File: src/sv/lps_pkg.sv
// lps_pkg: shared types and constants of the led pattern sequencer
// mode codes, register indexes and field widths; no dependencies
package lps_pkg;

    localparam int CFG_W     = 16;
    localparam int CFG_IDX_W = 2;
    localparam int LED_OUT_W = 8;
    localparam int MODE_W    = 2;

    typedef logic [MODE_W-1:0]    t_mode;
    typedef logic [CFG_W-1:0]     t_cfg;
    typedef logic [CFG_IDX_W-1:0] t_cfg_idx;

    localparam t_mode MODE_FILL   = 2'd1;
    localparam t_mode MODE_MIRROR = 2'd2;
    localparam t_mode MODE_BLINK  = 2'd3;

    localparam t_cfg_idx REG_DEBOUNCE_TICKS = 2'd0;
    localparam t_cfg_idx REG_STEP_TICKS     = 2'd1;

    localparam t_cfg DEBOUNCE_TICKS_RST = 16'd50;
    localparam t_cfg STEP_TICKS_RST     = 16'd250;
    localparam t_cfg QUIET_MAX          = 16'hFFFF;

endpackage

File: src/sv/lps_debounce.sv
// lps_debounce: button debouncer and mode selector
// depends on lps_pkg; gives the mode selected after this tick's button level
module lps_debounce import lps_pkg::*; (
    input  logic i_clk,
    input  logic i_rst_n,
    input  logic i_en,
    input  logic i_level,
    input  t_cfg i_debounce_ticks,
    output t_mode o_mode
);

    logic  r_last, n_last;
    logic  r_stable, n_stable;
    t_cfg  r_quiet, n_quiet;
    t_mode r_sel, n_sel;

    always_comb begin
        n_last   = i_level;
        n_stable = r_stable;
        n_sel    = r_sel;
        if (i_level != r_last) begin
            n_quiet = '0;
        end else if (r_quiet != QUIET_MAX) begin
            n_quiet = r_quiet + t_cfg'(1);
        end else begin
            n_quiet = r_quiet;
        end
        if (n_quiet > i_debounce_ticks && i_level != r_stable) begin
            n_stable = i_level;
            if (!i_level) begin
                n_sel = (r_sel == MODE_BLINK) ? MODE_FILL : r_sel + t_mode'(1);
            end
        end
    end

    always_ff @(posedge i_clk) begin
        if (!i_rst_n) begin
            r_last   <= 1'b1;
            r_stable <= 1'b1;
            r_quiet  <= '0;
            r_sel    <= MODE_FILL;
        end else if (i_en) begin
            r_last   <= n_last;
            r_stable <= n_stable;
            r_quiet  <= n_quiet;
            r_sel    <= n_sel;
        end
    end

    assign o_mode = n_sel;

endmodule

File: src/sv/lps_pattern.sv
// lps_pattern: step timer and led pattern generator
// depends on lps_pkg; gives the led vector after this tick's update
module lps_pattern import lps_pkg::*; #(
    parameter int LED_COUNT = 8
) (
    input  logic                 i_clk,
    input  logic                 i_rst_n,
    input  logic                 i_en,
    input  t_mode                i_mode,
    input  t_cfg                 i_step_ticks,
    output logic [LED_OUT_W-1:0] o_led_bits
);

    localparam int N  = LED_COUNT;
    localparam int H  = (N - 1) / 2;
    localparam int SW = $clog2(2 * N);
    localparam int CW = SW + 1;
    localparam logic [CW-1:0] STEPS_FILL   = CW'(2 * N);
    localparam logic [CW-1:0] STEPS_MIRROR = CW'(N + H + 1);
    localparam logic [CW-1:0] STEPS_BLINK  = CW'(2);

    t_mode          r_play, n_play;
    logic [SW-1:0]  r_step, n_step;
    t_cfg           r_dwell, n_dwell;
    logic [N-1:0]   r_led, n_led;
    t_cfg           hold;
    logic           step_end;
    logic [CW-1:0]  step_inc;
    logic [CW-1:0]  steps;

    function automatic logic [N-1:0] apply_step(t_mode m, logic [SW-1:0] s,
                                                logic [N-1:0] cur);
        int           si;
        logic [N-1:0] res;
        si  = int'(s);
        res = cur;
        unique case (m)
            MODE_FILL: begin
                for (int i = 0; i < N; i++) begin
                    if (si < N && si == i) begin
                        res[i] = 1'b1;
                    end else if (si >= N && si == 2 * N - 1 - i) begin
                        res[i] = 1'b0;
                    end
                end
            end
            MODE_MIRROR: begin
                for (int i = 0; i < N; i++) begin
                    if (si < N) begin
                        if (si == i || si == N - 1 - i) begin
                            res[i] = 1'b1;
                        end
                    end else if (si <= N + H) begin
                        if (si == N + H - i || si == H + 1 + i) begin
                            res[i] = 1'b0;
                        end
                    end
                end
            end
            default: begin
                res = (si == 0) ? '1 : '0;
            end
        endcase
        return res;
    endfunction

    always_comb begin
        hold     = (i_step_ticks == '0) ? t_cfg'(1) : i_step_ticks;
        step_end = ({1'b0, r_dwell} + 17'd1) >= {1'b0, hold};
        step_inc = {1'b0, r_step} + CW'(1);
        case (r_play)
            MODE_FILL:   steps = STEPS_FILL;
            MODE_MIRROR: steps = STEPS_MIRROR;
            default:     steps = STEPS_BLINK;
        endcase
        n_dwell = r_dwell + t_cfg'(1);
        n_play  = r_play;
        n_step  = r_step;
        n_led   = r_led;
        if (step_end) begin
            n_dwell = '0;
            if (i_mode != r_play) begin
                n_play = i_mode;
                n_step = '0;
            end else if (step_inc >= steps) begin
                n_step = '0;
            end else begin
                n_step = step_inc[SW-1:0];
            end
            n_led = apply_step(n_play, n_step, r_led);
        end
    end

    always_ff @(posedge i_clk) begin
        if (!i_rst_n) begin
            r_play  <= MODE_FILL;
            r_step  <= '0;
            r_dwell <= '0;
            r_led   <= N'(1);
        end else if (i_en) begin
            r_play  <= n_play;
            r_step  <= n_step;
            r_dwell <= n_dwell;
            r_led   <= n_led;
        end
    end

    // only leds 0..7 are visible, missing ones read as off
    for (genvar b = 0; b < LED_OUT_W; b++) begin : g_out
        if (b < N) begin : g_led
            assign o_led_bits[b] = n_led[b];
        end else begin : g_off
            assign o_led_bits[b] = 1'b0;
        end
    end

endmodule

File: src/sv/led_pattern_sequencer_debounced.sv
// channel  | handshake                   | payload
// ---------+-----------------------------+------------------------------
// input    | i_in_valid / o_in_ready     | i_button_level
// result   | o_out_valid / i_out_ready   | o_led_bits, o_active_mode
// config   | i_cfg_we                    | i_cfg_idx, i_cfg_data
//
// one request per cycle unless stalled; each tick's result is registered on accept
// the result register parts the two sides: a new request is taken while the
// result is taken in the same cycle, and input stalls only while it is held
// synchronous active-low reset, no clearing pass; depends on lps_pkg,
// lps_debounce and lps_pattern
module led_pattern_sequencer_debounced import lps_pkg::*; #(
    parameter int LED_COUNT = 8
) (
    input  logic                 i_clk,
    input  logic                 i_rst_n,
    input  logic                 i_in_valid,
    output logic                 o_in_ready,
    input  logic                 i_button_level,
    output logic                 o_out_valid,
    input  logic                 i_out_ready,
    output logic [LED_OUT_W-1:0] o_led_bits,
    output logic [MODE_W-1:0]    o_active_mode,
    input  logic                 i_cfg_we,
    input  logic [CFG_IDX_W-1:0] i_cfg_idx,
    input  logic [CFG_W-1:0]     i_cfg_data
);

    t_cfg                 r_debounce_ticks;
    t_cfg                 r_step_ticks;
    logic                 r_out_valid;
    logic [LED_OUT_W-1:0] r_led_bits;
    t_mode                r_active_mode;
    logic                 accept;
    t_mode                mode;
    logic [LED_OUT_W-1:0] led_bits;

    assign o_in_ready = !r_out_valid || i_out_ready;
    assign accept     = i_in_valid && o_in_ready;

    always_ff @(posedge i_clk) begin
        if (!i_rst_n) begin
            r_debounce_ticks <= DEBOUNCE_TICKS_RST;
            r_step_ticks     <= STEP_TICKS_RST;
        end else if (i_cfg_we) begin
            unique case (i_cfg_idx)
                REG_DEBOUNCE_TICKS: r_debounce_ticks <= i_cfg_data;
                REG_STEP_TICKS:     r_step_ticks     <= i_cfg_data;
                default: ;
            endcase
        end
    end

    lps_debounce u_debounce (
        .i_clk            (i_clk),
        .i_rst_n          (i_rst_n),
        .i_en             (accept),
        .i_level          (i_button_level),
        .i_debounce_ticks (r_debounce_ticks),
        .o_mode           (mode)
    );

    lps_pattern #(
        .LED_COUNT (LED_COUNT)
    ) u_pattern (
        .i_clk        (i_clk),
        .i_rst_n      (i_rst_n),
        .i_en         (accept),
        .i_mode       (mode),
        .i_step_ticks (r_step_ticks),
        .o_led_bits   (led_bits)
    );

    always_ff @(posedge i_clk) begin
        if (!i_rst_n) begin
            r_out_valid <= 1'b0;
        end else if (accept) begin
            r_out_valid <= 1'b1;
        end else if (i_out_ready) begin
            r_out_valid <= 1'b0;
        end
    end

    always_ff @(posedge i_clk) begin
        if (accept) begin
            r_led_bits    <= led_bits;
            r_active_mode <= mode;
        end
    end

    assign o_out_valid   = r_out_valid;
    assign o_led_bits    = r_led_bits;
    assign o_active_mode = r_active_mode;

endmodule

File: config.mk
export PLATFORM = sky130hd
export DESIGN_NAME = led_pattern_sequencer_debounced
export DESIGN_NICKNAME = d
export VERILOG_FILES = /design/src/sv/lps_pkg.sv /design/src/sv/lps_debounce.sv /design/src/sv/lps_pattern.sv /design/src/sv/led_pattern_sequencer_debounced.sv
export SDC_FILE = /design/constraint.sdc
export NUM_CORES = 1
export LEC_CHECK = 0
export ABC_AREA = 1
export ABC_CLOCK_PERIOD_IN_PS = 8600
export BUFFER_PORTS_ARGS = -buffer_cell sky130_fd_sc_hd__buf_2
export CORE_AREA = 2 2 98 110
export CTS_CLUSTER_SIZE = 8
export DETAILED_ROUTE_END_ITERATION = 8
export DIE_AREA = 0 0 100 112
export PLACE_DENSITY = 0.88
export SETUP_SLACK_MARGIN = 0.05
export SYNTH_ARGS = -nofsm -noshare
export SYNTH_HDL_FRONTEND = slang
export SYNTH_SLANG_ARGS = --single-unit
File: constraint.sdc
create_clock -name i_clk -period 8.6 [get_ports i_clk]
set_clock_uncertainty 0.15 [all_clocks]
set_input_delay 1.72 -clock i_clk [delete_from_list [all_inputs] [get_ports i_clk]]
set_output_delay 1.72 -clock i_clk [all_outputs]
set_load 0.005 [all_outputs]
==> results of run 1 <==
power by group:
| part | internal, mW | switching, mW |
|---|---|---|
| logic | 0.0755 | 0.154 |
| registers | 0.465 | 0.0148 |
| clock network | 0.201 | 0.180 |
| total | 0.741 | 0.350 |
placed cells by master (no fill, tap or decap), types with 3 or more instances in the layout:
master and instances:
nand2_1 183, inv_1 132, a21oi_1 88, dfxtp_1 83, o21ai_0 52, ha_1 44, nor2_1 38, buf_2 35
nand3_1 28, xor2_1 15, o211ai_1 13, nor3_1 12, nand4_1 11, inv_2 10, edfxtp_1 10, clkbuf_16 9
nand2_2 8, nand3_2 8, nor2_2 7, a22oi_1 7, nor2_4 6, nor4_1 6, xnor2_1 5, o21ai_1 5
nand2_4 3, clkinv_1 3
per-stage QoR:
| stage | instances | instance area [um^2] | hold WS, ps | utilization (%) |
|---|---|---|---|---|
| 6_report | 980 | 6417 | 310.0 | 63.23 |
| 5_1_grt | 980 | 6417 | 343.4 | 63.23 |
| 4_1_cts | 980 | 6417 | 316.0 | 63.23 |
| 3_5_place_dp | 964 | 6135 | 303.9 | 60.44 |
| 3_3_place_gp | 964 | 6135 | 303.6 | 60.44 |
| 2_1_floorplan | 829 | 5904 | 285.3 | - |
final cells by class:
class / count / area [um^2] / share of cell area (%)
repair buffers: 37 / 190.2 / 2.964
clock inverters: 7 / 57.56 / 0.8969
inverters: 145 / 544.3 / 8.481
flip-flops and latches: 93 / 1962 / 30.57
multi-input cells: 566 / 3284 / 51.18
clock buffers: 9 / 225.2 / 3.509
well taps: 123 / 153.9 / 2.398
logic make-up (layout without fill, tap and decap cells):
family	after synthesis	after routing
and+or+nand+nor	322	322
AOI/OAI and AO/OA	180	180
xor gates and xnor gates	20	20
buffers and inverters	170	198
DFF	93	93
adders and majority gates	44	44
critical path, stage by stage:
cell and delay, ps:
buf_2 130, xor2_1 470, inv_1 310, o21ai_1 190, a21oi_2 70, ha_1 310, a21oi_1 230, nor2_1 70
nor2_1 90, nand2_1 60, nand2_1 60, nand2_2 90, nand2_2 140, nand2_2 80, nand2_1 120, inv_1 60
ha_1 270, clkinv_1 230, o21ai_2 230, inv_2 150, a22oi_1 200
sequential cells by signal (all words and copies together), names as in the netlist, 2 cells and up:
| register | cells |
|---|---|
| o_led_bits | 8 |
| u_debounce.r_sel | 2 |
| u_debounce.r_quiet | 16 |
| u_pattern.r_step | 4 |
| u_pattern.r_dwell | 16 |
| o_active_mode | 2 |
| u_pattern.r_play | 2 |
| u_pattern.r_led | 8 |
| r_debounce_ticks | 16 |
| r_step_ticks | 16 |
how the worst max path moves through the flow:
stage                               from            end  slack (ps)
after floorplan           i_button_level  o_led_bits[1]        3730
after global placement    i_button_level  o_led_bits[4]        3310
after detailed placement  i_button_level  o_led_bits[4]        3140
after CTS                 i_button_level  o_led_bits[4]        3490
after global routing      i_button_level  o_led_bits[4]        3010
final                     i_button_level  o_led_bits[4]        3340
layer usage:
| metal | GRT usage (%) | vias to the layer above | part of all wire (%) |
|---|---|---|---|
| li1 | - | 2753 | - |
| met1 | 31.23 | 2461 | 44 |
| met2 | 42.07 | 155 | 50 |
| met3 | 3.704 | 19 | 4.8 |
| met4 | 9.041 | 0 | 1.8 |
| met5 | 0 | - | 0 |
==> metrics.md, run 1 <==
| Metric | Value |
|---|---|
| Crit path capture type | flop |
| Yosys Warn Count | 0 |
| Setup Slack @ Placement | 3138 ps |
| Top post-synthesis cells by area | dfxtp_1 28%, nand2_1 12%, ha_1 9.3% |
| Yosys top cell by area | dfxtp_1 |
| Reg2Reg Depth | 31 |
| EDFF count, synth | 10 |
| Setup TNS | 0 ps |
| Worst-path clk slew | 70 ps |
| Maximum vdd drop | 0.09576 mV |
| Die width | 100 um |
| Largest family of logic cells by synthesized area | simple AND/OR/NAND/NOR gates |
| Layout cells sized above 1 | 12.95% |
| Yosys cell types | just under 50 |
| Fmax | 190.3 MHz |
| TritonCTS clock tree | yes |
| Area share of and/or/nand/nor cells after synthesis | 26.13% |
| Max clock buf depth | 2 |
| Commonest cells post-synth | 183 x nand2_1, 132 x inv_1, 88 x a21oi_1 |
| Status | finished clean |
| Netlist Area Pre-Place | 5904 um^2 |
| Core ar. | roughly 10000 um^2 |
| Hold buffers post-CTS | 0 |
| Worst Hold Depth | 2 |
| Avg Inst Size Synth | 7.122 um^2 |
| Syn Inst Count | 829 |
| Hold wc startpoint | r_debounce_ticks[7] |
| Post-route ant nets | 0 |
| Antenna violations before repair | 0 |
| Max transition margin | 37.58% |
| Post-CTS Resized | 0 |
| RePlAce Congestion | 0.8836 |
| Reg2reg start | u_debounce.r_quiet[4] |
| Max H-tree Level | 3 |
| Max-cap viol count | 0 |
| Reg2Reg Setup Slack | 3980 ps |
| Area growth, synth to finish | 8.688% |
| Post-CTS setup buffer count | 0 |
| Die area | 11200 um^2 |
| Starting Density | 58.17% |
| Clk sink count | just over 90 |
| Cts bufs inserted | 9 |
| CP Max Fanout | 16 |
| Pleak | 3.093 nW |
| Compound-Gate Fraction of Synth Area | between 15 and 20% |
| R2r endpoint | o_led_bits[4] |
| Drt first-iter violations | 336 |
| Crit Path Class | primary input to flop |
| Max Transition Viols Final | 0 |
| Vias after detailed routing | 5388 |
| Post-synthesis mux area share | 0% |
| Die Span Y | 112 um |
| Final nets | just over 900 |
| Hold Path Class | flop to flop |
| Post-synth ARST share | 0% |
| FILL cells | 873 |
| Final Critical Period | 5256 ps |
| Main synth FF type | dfxtp_1 |
| GRT Overall Usage | 24.58% |
| 1st-pass router iterations | 5 |
| Largest net degree at the start of global routing | a little under 60 |
| Post-synthesis sequential area ratio | 33.23% |
| Synth Area in Adders | about a tenth |
| PD cells | between 150 and 200 nW/um^2 |
| RSZ-0062 raised after global routing | false |
| Syn nets | 897 |
| Count leader, synth | nand2_1 |
| # rows | 39 |
| Final Hold Vio Count | 0 |
| Overall power after layout | 1.091 mW |
| Worst skew pair latency | approximately 340 ps |
| Routed wire length | 13190 um |
| Least-Margin Pin Slew | 930.6 ps |
| Global route total overflow | 0 |
| Avg WL per Cell | 13.46 um |
| Antenna diode count | 0 |
| Final setup margin | 3344 ps |
| Worst Path Arrival | 5280 ps |
| PortBufs | 35 |
| Via/cell ratio | ~5.5 |
| Worst Hold Endpoint | r_debounce_ticks[7] |
| Startpoint types | primary input |
| Setup violators final | 0 |
| First-pass GRT wire length | 22490 um |
| DRC violation count after routing | 0 |
| Root Buffer | clkbuf_16 |
| Post-synth top area share | 28.14% |
| Period utilization | 61.11% |
| FF+latch count, synth | slightly above 90 |
| Ports | 36 |
| Vias in the first global route | 5025 |
| Post-DP HPWL | around 9000 um |
| Req. time, crit path | 8620 ps |
| Post-Synth XOR/XNOR Area | 2.967% |
Note: power is estimated with default switching activity, not from simulation.
==> run 2, diff against run 1 <==
ABC_AREA = 0   (was 1)
ABC_CLOCK_PERIOD_IN_PS = 4300   (was 8600)
CORE_AREA = 2 2 102 114   (was 2 2 98 110)
DIE_AREA = 0 0 104 116   (was 0 0 100 112)
PLACE_DENSITY = 0.87   (was 0.88)
clock period = 4.3 ns   (was 8.6 ns; I/O delays follow)
==> run 2 against run 1 <==
Net effect: non-clock buffer count grew 95; the flow now finishes with violations (negative setup slack); flip-flop and latch count is the same; final area grew 22%.
==> metrics.md, run 2 <==
| Metric | Value |
|---|---|
| Routed wire length | 18200 um (was 13190 um) |
| Reg2Reg Setup Slack | -590 ps (was 3980 ps) |
| Starting Density | 55.39% (was 58.17%) |
| Crit path capture type | flop (unchanged) |
| Via/cell ratio | 6.198 (was 5.498) |
| GRT Overall Usage | 29.26% (was 24.58%) |
| Core ar. | 10810 um^2 (was 10150 um^2) |
| 1st-pass router iterations | 5 (unchanged) |
| Max-cap viol count | 0 (unchanged) |
| Cts bufs inserted | 9 (unchanged) |
| RSZ-0062 raised after global routing | true (was false) |
| Ports | 36 (unchanged) |
| Reg2reg start | u_debounce.r_quiet[7] (was u_debounce.r_quiet[4]) |
| Reg2Reg Depth | 18 (was 31) |
| Worst skew pair latency | 350 ps (was 340 ps) |
| PD cells | 249.2 nW/um^2 (was 170.0 nW/um^2) |
| RePlAce Congestion | 0.9744 (was 0.8836) |
| Netlist Area Pre-Place | 5988 um^2 (was 5904 um^2) |
| Pleak | 3.228 nW (was 3.093 nW) |
| Top post-synthesis cells by area | dfxtp_1 28%, ha_1 9.2%, nand2_1 8.5% (was dfxtp_1 28%, nand2_1 12%, ha_1 9.3%) |
| Post-synthesis sequential area ratio | 32.76% (was 33.23%) |
| Yosys cell types | 68 (was 49) |
| CP Max Fanout | 7 (was 16) |
| Setup Slack @ Placement | -546.5 ps (was 3138 ps) |
| Vias after detailed routing | 6396 (was 5388) |
| Hold wc startpoint | r_debounce_ticks[9] (was r_debounce_ticks[7]) |
| Max clock buf depth | 2 (unchanged) |
| Setup TNS | -9680 ps (was 0 ps) |
| Placed insts | 1001 (was 964) |
| Setup violators final | 20 (was 0) |
| Final Critical Period | around 4900 ps |
| Most common cell after layout, fill and taps aside | nand2_1 (unchanged) |
| Count leader, synth | nand2_1 (unchanged) |
| Hold Path Class | flop to flop (unchanged) |
| Clk sink count | 93 (unchanged) |
| PortBufs | 35 (unchanged) |
| Fmax | a little over 200 MHz |
| Maximum vdd drop | 0.2418 mV (was 0.09576 mV) |
| Worst Hold Endpoint | r_debounce_ticks[9] (was r_debounce_ticks[7]) |
| Max transition margin | 26.91% (was 37.58%) |
| Layout cells sized above 1 | 27.68% (was 12.95%) |
| Worst-path clk slew | 70 ps (about the same) |
| Syn Inst Count | 780 (was 829) |
| Yosys Warn Count | 0 (unchanged) |
| Hold buffers post-CTS | 0 (unchanged) |
| Worst Path Arrival | 4840 ps (was 5280 ps) |
| Post-synth top area share | 27.75% (was 28.14%) |
| Syn nets | 848 (was 897) |
| Req. time, crit path | 4250 ps (was 8620 ps) |
| TritonCTS clock tree | yes (unchanged) |
| Root Buffer | clkbuf_16 (unchanged) |
| Overall power after layout | 1.949 mW (was 1.091 mW) |
| Violated checks | negative setup slack |
| Die area | 12060 um^2 (was 11200 um^2) |
| DRC violation count after routing | 0 (unchanged) |
| R2r endpoint | o_led_bits[1] (was o_led_bits[4]) |
| Antenna diode count | 0 (unchanged) |
| Commonest cells post-synth | 136 x nand2_1, 83 x a21oi_1, 83 x dfxtp_1 (was 183 x nand2_1, 132 x inv_1, 88 x a21oi_1) |
| Post-route ant nets | 0 (unchanged) |
| Global route total overflow | 0 (unchanged) |
| # rows | 40 (was 39) |
| FILL cells | 735 (was 873) |
| Startpoint types | flop (was primary input) |
| WHS | 307.6 ps (was 310.0 ps) |
| First-pass GRT wire length | 28590 um (was 22490 um) |
| Main synth FF type | dfxtp_1 (unchanged) |
| Yosys top cell by area | dfxtp_1 (unchanged) |
| Max Transition Viols Final | 0 (unchanged) |
| Avg Inst Size Synth | 7.677 um^2 (was 7.122 um^2) |
| Largest net degree at the start of global routing | 34 (was 58) |
| Drt first-iter violations | 573 (was 336) |
| Avg WL per Cell | 17.64 um (was 13.46 um) |
| Final nets | 948 (was 920) |
| Max H-tree Level | 3 (unchanged) |
| FF+latch count, synth | 93 (unchanged) |
| Worst Hold Depth | 2 (unchanged) |
| Post-synth ARST share | 0% (unchanged) |
| Non-filler cells, final | 1032 (was 980) |
| Vias in the first global route | 6118 (was 5025) |
| Most frequent cells in the layout | 132 x nand2_1, 87 x buf_4, 78 x a21oi_1 (was 183 x nand2_1, 132 x inv_1, 88 x a21oi_1) |
| Least-Margin Pin Slew | 1092 ps (was 930.6 ps) |
| Die Span Y | 116 um (was 112 um) |
| Period utilization | 113.7% |
| Final setup margin | -588.2 ps (was 3344 ps) |
| Area growth, synth to finish | 30.59% (was 8.688%) |
| Crit Path Class | flop to flop (was primary input to flop) |
| Final Hold Vio Count | 0 (unchanged) |
| Post-DP HPWL | 11610 um (was 9273 um) |
| Status | complete, but fails checks (was finished clean) |
| Die width | 104 um (was 100 um) |
| Antenna violations before repair | 0 (unchanged) |
| EDFF count, synth | 10 (unchanged) |
run 2: cell count changes in the layout (fill, tap and decap cells not counted), sizes merged, moves of 6 or more:
cell,delta
a31oi,+14
a22oi,-7
nand2,-58
xnor2,+12
and3,+8
a21oi,-6
inv,-86
o41ai,+9
buf,+95
nor3,+12
o21ai,-35
o21a,+6
run 2: how the worst max path moves through the flow:
stage / endpoint / slack (ps) / start / depth (start not counted)
floorplan: o_led_bits[1] / -350 / u_debounce.r_quiet[0] / 22
finish: o_led_bits[1] / -590 / u_debounce.r_quiet[7] / 18
detailed placement: o_led_bits[4] / -550 / i_button_level / 16
global placement: o_led_bits[4] / -320 / i_button_level / 16
CTS: o_led_bits[1] / -270 / u_debounce.r_quiet[5] / 19
global route: o_led_bits[5] / -740 / u_debounce.r_quiet[7] / 20
run 2: layer usage:
metal	global-route usage (%)	share of wire [%]	routed length (um)	vias up
met3	5.174	7.2	1315	93
met1	34.05	39	7184	3009
li1	-	-	-	2965
met5	0	0	0	-
met2	51.80	49	8961	329
met4	15.77	4.1	739	0
run 2: metrics by stage:
| stage | utilization (%) | cell area [um^2] |
|---|---|---|
| global route | 72.34 | 7820 |
| global placement | 64.16 | 6935 |
| floorplan | - | 6141 |
| detailed placement | 64.16 | 6935 |
| finish | 72.34 | 7820 |
| CTS | 69.97 | 7564 |
run 2: cells by family (layout without fill, tap and decap cells):
| family | after synthesis | after routing | synth area share, % |
|---|---|---|---|
| XOR/XNOR | 30 | 30 | 4.701 |
| AND/OR/NAND/NOR | 303 | 303 | 23.40 |
| multiplexers | 5 | 5 | 1.066 |
| AO/OA/AOI/OAI | 201 | 201 | 22.09 |
| flip-flops | 93 | 93 | 32.76 |
| adder cells (fa/ha/maj) | 44 | 44 | 9.194 |
| buffers and inverters | 104 | 209 | 6.791 |
run 2: power by group:
part / total, mW / switching (mW) / internal, mW
Clock: 0.814 / 0.361 / 0.453
Sequential: 0.905 / 0.0116 / 0.893
Combinational: 0.229 / 0.138 / 0.0919
Total: 1.95 / 0.510 / 1.44
run 2: area by class of cell:
class / instances / area (um^2) / share of cell area (%)
multi-input cells: 583 / 4179 / 53.44
flip-flops and latches: 93 / 1979 / 25.31
repair buffers: 132 / 949.7 / 12.14
inverters: 61 / 231.5 / 2.960
clock buffers: 9 / 225.2 / 2.880
well taps: 147 / 183.9 / 2.352
clock inverters: 7 / 71.32 / 0.9120
run 2: what timing repair did:
item / in CTS / in global routing
endpoints found under the setup margin: 20 / 35
resized for setup: 48 / 38
setup buffers: 10 / 5
pin swaps: 18 / 28
run 2: worst max-delay path, cell delays in order, from the launching register on:
cell and delay [ps]:
dfxtp_1 390, nand3_2 150, nor4_4 280, nand4_1 170, nand2b_1 230, nor3_1 130
xnor2_1 170, nor2_1 230, ha_1 290, nand2_1 110, nor3_2 50, a2111o_1 510
o31a_4 410, mux2i_4 240, buf_6 150, xnor2_4 250, nand4_1 240, a311oi_4 380
o211ai_1 120
